**src/sv/ctem_ram.sv**
```systemverilog
`timescale 1ns / 1ps
// ctem_ram: generic single write port, single read port RAM with registered
// read data. No dependencies.
module ctem_ram #(
  parameter int unsigned WIDTH = 8,
  parameter int unsigned DEPTH = 16
) (
  input  logic                     clk_i,
  input  logic                     we_i,
  input  logic [$clog2(DEPTH)-1:0] waddr_i,
  input  logic [WIDTH-1:0]         wdata_i,
  input  logic [$clog2(DEPTH)-1:0] raddr_i,
  output logic [WIDTH-1:0]         rdata_o
);

  logic [WIDTH-1:0] mem_q [DEPTH];
  logic [WIDTH-1:0] rdata_q;

  always_ff @(posedge clk_i) begin
    if (we_i) begin
      mem_q[waddr_i] <= wdata_i;
    end
    rdata_q <= mem_q[raddr_i];
  end

  assign rdata_o = rdata_q;

endmodule

```
**config.mk**
```make
export PLATFORM = sky130hd
export DESIGN_NAME = ctem_ram
export DESIGN_NICKNAME = d
export VERILOG_FILES = /design/src/sv/ctem_ram.sv
export SDC_FILE = /design/constraint.sdc
export NUM_CORES = 1
export LEC_CHECK = 0
export BUFFER_PORTS_ARGS = -buffer_cell sky130_fd_sc_hd__buf_4
export CORE_MARGIN = 2
export CORE_UTILIZATION = 32
export DETAILED_ROUTE_END_ITERATION = 8
export PLACE_DENSITY = 0.5
export SETUP_SLACK_MARGIN = 0.1
export SYNTH_ARGS = -nofsm -noshare
export SYNTH_HDL_FRONTEND = slang
export SYNTH_SLANG_ARGS = --single-unit
```
**constraint.sdc**
```tcl
create_clock -name clk_i -period 2.4 [get_ports clk_i]
set_input_delay 0.48 -clock clk_i [delete_from_list [all_inputs] [get_ports clk_i]]
set_output_delay 0.48 -clock clk_i [all_outputs]
set_load 0.005 [all_outputs]
```
==> impl_results.md <==
- Final Routed Wirelength: 9954 um
- Capture point of the worst reg-to-reg path: rdata_o[1]
- Maximum clock frequency: 0.6282 GHz
- Number of port buffers: 25
- GRT Max-Usage Layer: met2
- Fraction of the mapped netlist area in adder cells: 0
- Final-report hold violation count: 0
- Top Ports: 26
- Main combinational cell family by area after synthesis: multiplexers
- Total number of vias: between 2,000 and 2,500
- Count of max-cap constraint violations: 0
- Critical Path AT: 1880 ps
- Number of filler cells placed in the layout: 1,408
- Peak supply drop: 0.5277 mV
- Class of the tightest hold or removal check: in -> reg
- Final Hold Slack: 366.2 ps
- Total congestion overflow: 0
- Count of cells along the worst register-to-register path: 3
- Worst hold endpoint: mem_q[5][5]
- Post-Syn Nets: 247
- Synthesis-to-layout area growth: 23.21%
- Data required, critical path: 2690 ps
- Clock tree from TritonCTS: built
- Start point of the worst min-delay path: wdata_i[5]
- Number of distinct library cells after synthesis: 19
- Routability congestion estimate from global placement: 0.7118
- Post-synthesis share of cell area spent on and, or, nand and nor gates: 0.03184
- Clock latency reported for the late side of the worst-skew pair: around 410 ps
- Part of the cycle the worst path needs: 0.6632
- Share of synthesized area occupied by flip-flops and latches: 0.7778
- Core area: ~16,000 um^2
- Number of search-and-repair iterations in the first detailed-routing pass: 4
- Initial core utilization: 0.3252
- Critical path startpoint category: primary input
- Share of cell area taken by muxes after synthesis: 0.1502
- Crit-path max FO: 16
- Result of the run: finished, final reports clean
- Summed negative setup slack over all endpoints: 0 ps
- Share of the synthesized area in compound gates (AO/OA/AOI/OAI): 0.02333
- Post-synthesis average cell area: approximately 22 um^2
- Aggregate global-route resource usage: 0.1305
- First-pass GRT wire length: 15,320 um
- Buffers from clock root to sink, at most: 2
- #FFs+latches synth: ~140
- Die area: around 17,000 um^2
- Setup-failing EPs final: 0
- Initial antenna violation count: 0
- Area share of the largest cell type after synthesis: 0.7467
- Number of max-slew violations in the final report: 0
- Worst hold path cell count: 1
- Shortest clock period the worst path allows after layout: 1592 ps
- Global Route met3 Usage: 0.03583
- Count of warnings emitted by yosys: 0
- Register-to-register setup slack: 990 ps
- Antenna Nets Post-Route: 0
- Post-CTS clock slew at the launch and capture registers of the worst setup and hold paths: 50 ps
- Area contributors post-synth: sky130_fd_sc_hd__edfxtp_1 75%, sky130_fd_sc_hd__mux4_2 7.9%, sky130_fd_sc_hd__mux4_1 7.1%, sky130_fd_sc_hd__dfxtp_1 3.1%, sky130_fd_sc_hd__a22oi_1 2.3%
- Critical path type: in -> reg
- Vias in the first global route: 2,563
- Launch instance of the worst register-to-register path: mem_q[5][1]
- Setup clock skew after layout: 4.541 ps
- Die Span X: between 100 and 150 um
- Buffers inserted during post-CTS setup optimization: 0
- Instance count of the mapped netlist: 229
- Remaining design rule violation count: 0
- Vertical extent of the die: ~130 um
- Clock sinks: 136
- Number of cells upsized or downsized after cts: 0
- Worst slew margin relative to its limit: 0.6153
- Synthesized cell area: 5147 um^2
- ANT cells: 0
- Maximum number of pins on one net before global-route repair: 33
- Placement Rows: between 40 and 50
- Clk Tree Root Cell: sky130_fd_sc_hd__clkbuf_16
- Wire length per cell after detailed routing: slightly below 20 um
- Largest area contributor in the netlist: sky130_fd_sc_hd__edfxtp_1
- Proportion of layout cells with a drive suffix above 1: 0.3209
- Nature of the critical path endpoint: flop
- Clock buffers created by TritonCTS: 17
- Number of design-rule violations left by the first detailed-router iteration: 163
- Routing usage on met1: 0.1715
- DR vias/cell: 4.656
- Post-cts hold buffer count: 0
- Worst-margin pin slew: ~570 ps
- Leakage power total: ~2.2 nW
- Maximum level of the CTS H-tree: 4
- Unrepaired setup endpoints after global routing: no
- Detail Placement HPWL: 6517 um
- Final core area utilization: 0.4007
- Post-synthesis share of cell area spent on xor and xnor gates: 0
- Power density over the cells: roughly 910 nW/um^2
- Global Route met2 Usage: 0.2034
- # nets final: 301
==> synth_stat cells <==
library cell / n
sky130_fd_sc_hd__buf_6: 3
sky130_fd_sc_hd__a22oi_1: 16
sky130_fd_sc_hd__and2_1: 1
sky130_fd_sc_hd__edfxtp_1: 128
sky130_fd_sc_hd__and2b_1: 1
sky130_fd_sc_hd__nand3_1: 1
sky130_fd_sc_hd__dfxtp_1: 8
sky130_fd_sc_hd__nor2_1: 13
sky130_fd_sc_hd__nand3b_1: 2
sky130_fd_sc_hd__mux4_2: 18
sky130_fd_sc_hd__mux4_1: 14
sky130_fd_sc_hd__or3b_2: 1
sky130_fd_sc_hd__nand2b_1: 2
sky130_fd_sc_hd__clkdlybuf4s25_2: 3
sky130_fd_sc_hd__nand2_1: 9
sky130_fd_sc_hd__buf_2: 3
sky130_fd_sc_hd__nor3_1: 4
sky130_fd_sc_hd__buf_4: 1
sky130_fd_sc_hd__nor2b_1: 1
==> cells in the final DEF, fill, tap and decap left out, types with 2 or more instances in the layout <==
master                      count
sky130_fd_sc_hd__a22oi_1       16
sky130_fd_sc_hd__buf_4         44
sky130_fd_sc_hd__bufinv_16      4
sky130_fd_sc_hd__clkbuf_16     17
sky130_fd_sc_hd__clkbuf_8       7
sky130_fd_sc_hd__clkinv_2       3
sky130_fd_sc_hd__dfxtp_1        8
sky130_fd_sc_hd__edfxtp_1     128
sky130_fd_sc_hd__mux4_1        14
sky130_fd_sc_hd__mux4_2        18
sky130_fd_sc_hd__nand2_1        9
sky130_fd_sc_hd__nand2b_1       2
sky130_fd_sc_hd__nand3b_1       2
sky130_fd_sc_hd__nor2_1        13
sky130_fd_sc_hd__nor3_1         4
==> worst max-delay path: stages <==
cell and delay [ps]:
sky130_fd_sc_hd__buf_4 180, sky130_fd_sc_hd__buf_12 200, sky130_fd_sc_hd__mux4_1 610, sky130_fd_sc_hd__a22oi_1 310, sky130_fd_sc_hd__nand2_1 90
==> worst max-delay path by stage <==
stage,startpoint,end,slack [ps]
floorplan,waddr_i[2],mem_q[0][0],430
global placement,raddr_i[0],rdata_o[2],360
detailed placement,raddr_i[0],rdata_o[2],390
CTS,raddr_i[0],rdata_o[2],820
global route,raddr_i[0],rdata_o[1],760
finish,raddr_i[0],rdata_o[1],810
==> metal layers <==
metal  routed length (um)  up-vias  share of wire
met1                 4468     1228           0.45
li1                     -     1081              -
met3                  460       13          0.046
met5                    0        -              0
met2                 4846       62           0.49
met4                  178        0          0.018
==> area by class of cell <==
type | instances | area, um^2 | area share
Clock buffer | 25 | 525.5 | 0.08286
Tap cell | 216 | 270.3 | 0.04261
Clock inverter | 7 | 135.1 | 0.02131
Sequential cell | 136 | 4004 | 0.6313
Timing Repair Buffer | 45 | 350.3 | 0.05524
Multi-Input combinational cell | 83 | 1057 | 0.1667
==> cells by family (layout without fill, tap and decap cells) <==
group                  count (synthesis)  in the layout
buffers and inverters                 10             77
AO/OA/AOI/OAI                         16             16
multiplexers                          32             32
AND/OR/NAND/NOR                       35             35
flip-flops                           136            136
==> registers in the layout, summed over array words and instances (netlist names) <==
signal   count
mem_q      128
rdata_o      8
==> report_power, final <==
group	total (mW)	internal, mW	switching [mW]
registers	2.67	2.66	0.0142
clock network	2.82	1.93	0.892
logic	0.258	0.122	0.136
==> metrics by stage <==
stage	std cells	instance area, um^2	setup slack (ps)	power, mW
finish	512	6342	808.2	5.748
floorplan	229	5147	427.1	2.852
global placement	480	5682	359.9	2.982
detailed placement	480	5682	391.7	2.986
CTS	512	6342	815.9	5.807
global route	512	6342	764.4	5.921
(Power assumes the default switching activity.)
