$ cat config.mk
export PLATFORM = sky130hd
export DESIGN_NAME = ctem_hash
export DESIGN_NICKNAME = d
export VERILOG_FILES = /design/src/sv/ctem_pkg.sv /design/src/sv/ctem_hash.sv
export SDC_FILE = /design/constraint.sdc
export NUM_CORES = 2
export LEC_CHECK = 0
export BUFFER_PORTS_ARGS = -buffer_cell sky130_fd_sc_hd__buf_2
export CAP_MARGIN = 10
export CORE_MARGIN = 3
export CORE_UTILIZATION = 53
export CTS_CLUSTER_SIZE = 25
export DETAILED_ROUTE_END_ITERATION = 8
export MAX_ROUTING_LAYER = met4
export PLACE_DENSITY_LB_ADDON = 0.25
export REMOVE_ABC_BUFFERS = 1
export SKIP_LAST_GASP = 1
export SLEW_MARGIN = 5
export SYNTH_ARGS = -nofsm -noshare
export SYNTH_HDL_FRONTEND = slang
export SYNTH_SLANG_ARGS = --single-unit
$ cat constraint.sdc
create_clock -name clk_i -period 10.3 [get_ports clk_i]
set_input_delay 0.515 -clock clk_i [delete_from_list [all_inputs] [get_ports clk_i]]
set_output_delay 0.515 -clock clk_i [all_outputs]
set_load 0.02 [all_outputs]
$ cat src/sv/ctem_pkg.sv
`timescale 1ns / 1ps
// ctem_pkg: shared constants, status codes and transaction types of the
// corner table edge matcher. No dependencies.
package ctem_pkg;

  localparam int unsigned VERTEX_BITS   = 16;
  localparam int unsigned MAX_TRIANGLES = 4096;
  localparam int unsigned EDGE_SLOTS    = 16384;

  localparam logic [31:0] HASH_MUL_FROM = 32'd2654435761;
  localparam logic [31:0] HASH_MUL_TO   = 32'd40503;
  localparam int unsigned HASH_SHIFT    = 13;

  localparam logic [1:0] ST_OK     = 2'd0;
  localparam logic [1:0] ST_DEGEN  = 2'd1;
  localparam logic [1:0] ST_EXISTS = 2'd2;
  localparam logic [1:0] ST_FULL   = 2'd3;

  typedef struct packed {
    logic [15:0] vertex_a;
    logic [15:0] vertex_b;
    logic [15:0] vertex_c;
    logic        new_mesh;
  } item_t;

  typedef struct packed {
    logic [1:0]  status;
    logic [11:0] triangle_index;
    logic        pair_valid;
    logic [13:0] corner_new;
    logic [13:0] corner_old;
    logic        last;
  } result_t;

endpackage

$ cat src/sv/ctem_hash.sv
`timescale 1ns / 1ps
// ctem_hash: multi-cycle edge hash with one shared 32x32 multiplier, used for the
// mix products and for a reciprocal remainder. Depends on ctem_pkg.
module ctem_hash #(
  parameter int unsigned EDGE_SLOTS = ctem_pkg::EDGE_SLOTS
) (
  input  logic                          clk_i,
  input  logic                          rst_ni,
  input  logic                          start_i,
  input  logic [31:0]                   from_i,
  input  logic [31:0]                   to_i,
  output logic                          done_o,
  output logic [$clog2(EDGE_SLOTS)-1:0] slot_o
);

  localparam int unsigned SW = $clog2(EDGE_SLOTS);
  localparam bit IS_POW2 = ((1 << SW) == EDGE_SLOTS);
  localparam logic [31:0] SLOTS_32 = 32'(EDGE_SLOTS);
  // floor(2^(31+SW) / EDGE_SLOTS): quotient estimate is low by at most one
  localparam logic [31:0] RECIP = 32'((64'd1 << (31 + SW)) / 64'(EDGE_SLOTS));

  typedef enum logic [2:0] {H_IDLE, H_M1, H_M2, H_MIX, H_RQ, H_RP, H_RC} hstate_e;

  hstate_e state_q, state_d;
  logic [31:0] p1_q, p1_d, p2_q, p2_d, h_q, h_d, q_q, q_d, r_q, r_d;
  logic [SW-1:0] slot_q, slot_d;
  logic done_q, done_d;
  logic [31:0] mul_a, mul_b, mix;
  logic [63:0] mul_p;

  always_comb begin
    case (state_q)
      H_M1: begin
        mul_a = from_i;
        mul_b = ctem_pkg::HASH_MUL_FROM;
      end
      H_M2: begin
        mul_a = to_i;
        mul_b = ctem_pkg::HASH_MUL_TO;
      end
      H_RQ: begin
        mul_a = h_q;
        mul_b = RECIP;
      end
      H_RP: begin
        mul_a = q_q;
        mul_b = SLOTS_32;
      end
      default: begin
        mul_a = from_i;
        mul_b = ctem_pkg::HASH_MUL_FROM;
      end
    endcase
  end

  assign mul_p = 64'(mul_a) * 64'(mul_b);
  assign mix = p1_q ^ (p2_q + (p1_q >> ctem_pkg::HASH_SHIFT));

  always_comb begin
    state_d = state_q;
    p1_d = p1_q;
    p2_d = p2_q;
    h_d = h_q;
    q_d = q_q;
    r_d = r_q;
    slot_d = slot_q;
    done_d = 1'b0;
    unique case (state_q)
      H_IDLE: begin
        if (start_i) begin
          state_d = H_M1;
        end
      end
      H_M1: begin
        p1_d = mul_p[31:0];
        state_d = H_M2;
      end
      H_M2: begin
        p2_d = mul_p[31:0];
        state_d = H_MIX;
      end
      H_MIX: begin
        h_d = mix;
        if (IS_POW2) begin
          slot_d = mix[SW-1:0];
          done_d = 1'b1;
          state_d = H_IDLE;
        end else begin
          state_d = H_RQ;
        end
      end
      H_RQ: begin
        q_d = 32'(mul_p >> (31 + SW));
        state_d = H_RP;
      end
      H_RP: begin
        r_d = h_q - mul_p[31:0];
        state_d = H_RC;
      end
      H_RC: begin
        slot_d = (r_q >= SLOTS_32) ? SW'(r_q - SLOTS_32) : SW'(r_q);
        done_d = 1'b1;
        state_d = H_IDLE;
      end
      default: state_d = H_IDLE;
    endcase
  end

  always_ff @(posedge clk_i or negedge rst_ni) begin
    if (!rst_ni) begin
      state_q <= H_IDLE;
      done_q <= 1'b0;
    end else begin
      state_q <= state_d;
      done_q <= done_d;
    end
  end

  always_ff @(posedge clk_i) begin
    p1_q <= p1_d;
    p2_q <= p2_d;
    h_q <= h_d;
    q_q <= q_d;
    r_q <= r_d;
    slot_q <= slot_d;
  end

  assign done_o = done_q;
  assign slot_o = slot_q;

endmodule

==> qor.csv <==
metric,value,unit
status,"finished, final reports clean",
Area contributors post-synth,"fa_1 (41%), ha_1 (17%), edfxtp_1 (14%)",
most numerous cell in the Yosys netlist,inv_1,
top-level I/O count,82,
"Warnings, synthesis",0,
total track usage,0.3436,
total of max-cap violations,0,
Final setup viols,0,
Post-Syn Instances,3049,
die area,0.06277,mm2
Syn Std Cell Area,0.03170,mm2
layout cell share with drive strength beyond 1,0.06906,
clock sinks,147,
remaining antenna violation count after routing,0,
aggregate global routing overflow,0,
Max Buffers Root-to-Sink,2,
Sum Neg Setup Slack,0,ps
core area,0.05913,mm2
WP data arrival,9650,ps
Setup Buffers After CTS,0,
"EDFF count, synth",143,
Port Buffers,81,
Clock Latency Late Sink,420,ps
RSZ-0062 raised after global routing,false,
Final period util,0.9160,
CTS tree,built,
Fmax,0.1060,GHz
distinct cell type count after synthesis,84,
number of DRC markers in iteration 0,1618,
synthesized flop and latch total,147,
Crit Path Class,register to register,
H-tree Lvls,4,
final hold violation count,0,
fin util,0.5736,
Hold Path Class,input port to asynchronous set/reset pin,
# diodes,0,
Root Driver,clkbuf_16,
Mapped Avg Cell Area,10.40,um2
"Clk pin slew, worst setup/hold paths",70,ps
largest net degree at the start of global routing,33,
Worst Path Required,10520,ps
Max-slew headroom,0.3624,
post-DR wirelength/cell,25.68,um
Yosys top cell by area,fa_1,
worst-margin pin slew,956.5,ps
Vias/cell,5.619,
die width,250.5,um
setup slack after layout,865.4,ps
DR pass1 iterations,6,
FF-to-FF setup slack,870,ps
synth cell count leaders,"inv_1 (873), fa_1 (642), ha_1 (426)",
"Seq/Total Area, Yosys",0.1386,
Die Height,250.5,um
first-pass GRT wire length,153600,um
Routed WL,101300,um
CP startpoint kind,register,
Reg2Reg Capture Point,q_q[15],
initial antenna violation count,0,
number of fill cells,5195,
Std-Cell Rows,89,
CP Max Fanout,19,
max-slew violation count,0,
R2R cell count,27,
starting density of the core,0.5360,
post-layout min period,9435,ps
GP Congestion,1.018,
FF-to-FF Start,state_q[1],
P&R area growth vs syn,7.019,%
vias in the first global route,24230,
CP endpoint kind,register,
TritonCTS buffer count,17,
Main synth FF type,edfxtp_1,
fin nets,4293,
ys async rst share,0.02721,
clk_skew,13.65,ps
top cell type's share of synthesized area,0.4055,
vias,22160,
# DRC,0,
Setup WS pre-CTS,908.3,ps
DPL Wire Length,90090,um
-- critical path, stage by stage (launching register included) --
cell      delay [ps]
dfrtp_1          400
nand2b_1         290
nor2_4            80
nor2_4           500
buf_4            400
and2_1           500
inv_1            380
fa_1             590
inv_1             60
fa_1             500
fa_1             570
fa_1             460
fa_1             550
inv_1             50
fa_1             470
inv_1             50
fa_1             470
inv_1             50
fa_1             520
inv_1             50
ha_1             410
nand4_1          210
nor4_1           410
nand4_1          210
a211oi_1         350
o211ai_1         200
nor2b_1          200
o311ai_1         310
-- metrics by stage --
step / hold WS (ps) / std cells / cell area [um2]
after floorplan: 219.4 / 3001 / 31490
after global placement: 326.6 / 3911 / 33310
after detailed placement: 330.3 / 3911 / 33310
after CTS: 414.0 / 3944 / 33920
after global routing: 411.8 / 3944 / 33920
final: 422.4 / 3944 / 33920
-- routing by layer --
metal,GRT usage,up-vias,share of wire
met3,0.04766,150,0.059
li1,-,9743,-
met1,0.4572,11450,0.43
met4,0.09335,0,0.034
met5,-,-,0
met2,0.5584,819,0.48
-- cell families (layout without fill, tap and decap cells) --
logic type / after synthesis / count (layout) / share of synthesized area
muxes: 29 / 29 / 0.009830
and+or+nand+nor: 417 / 417 / 0.06170
DFF: 147 / 147 / 0.1386
adders and majority gates: 1068 / 1068 / 0.5737
AOI/OAI and AO/OA: 353 / 353 / 0.07481
buffers and inverters: 921 / 1043 / 0.1099
xor gates and xnor gates: 114 / 114 / 0.03150
-- flip-flops by register name (all words and copies together), names as in the netlist --
register  count
state_q       3
q_q          19
r_q          14
slot_o       14
h_q          32
done_o        1
p2_q         32
p1_q         32
-- how the worst max path moves through the flow --
stage | startpoint | endpoint | slack [ps] | cells after the start
floorplan | state_q[0] | q_q[13] | -1700 | 26
global placement | state_q[2] | q_q[13] | 1100 | 26
detailed placement | state_q[1] | q_q[15] | 910 | 27
CTS | state_q[1] | q_q[15] | 850 | 27
global route | state_q[1] | q_q[15] | 320 | 27
finish | state_q[1] | q_q[15] | 870 | 27
-- cell usage in the layout, fill, tap and decap left out, types with 14 or more instances in the layout --
master     count
xor2_1        42
fa_1         642
clkbuf_16     17
buf_2         81
nor2_1        95
nor3_1        19
xnor2_1       72
a22o_1        22
buf_4         56
nand2b_1      18
a21oi_1       84
ha_1         426
mux2_2        17
edfxtp_1     143
a21o_1        45
inv_1        873
a31oi_1       14
nand2_1      159
nand3_1       30
o21bai_1      17
nand4_1       20
and2_1        17
o21ai_0       72
-- area by class of cell --
cell class                      instances  area [um2]  area share
Timing Repair Buffer                  138       835.8     0.02464
Inverter                              873        3277     0.09661
Clock buffer                           17       425.4     0.01254
Multi-Input combinational cell       1981       23850      0.7031
Tap cell                              773       967.2     0.02851
Clock inverter                         15       172.7    0.005090
Sequential cell                       147        4394      0.1295
-- timing repair --
| item | in CTS | in global routing |
|---|---|---|
| setup endpoints to repair | 0 | 0 |
| hold buffers | 1 | 0 |
| gates resized for setup | 0 | 0 |
| hold endpoints to repair | 4 | 0 |
Power is not shown: default switching activity piles up to over one toggle a cycle in this logic, so the estimate is an artifact.
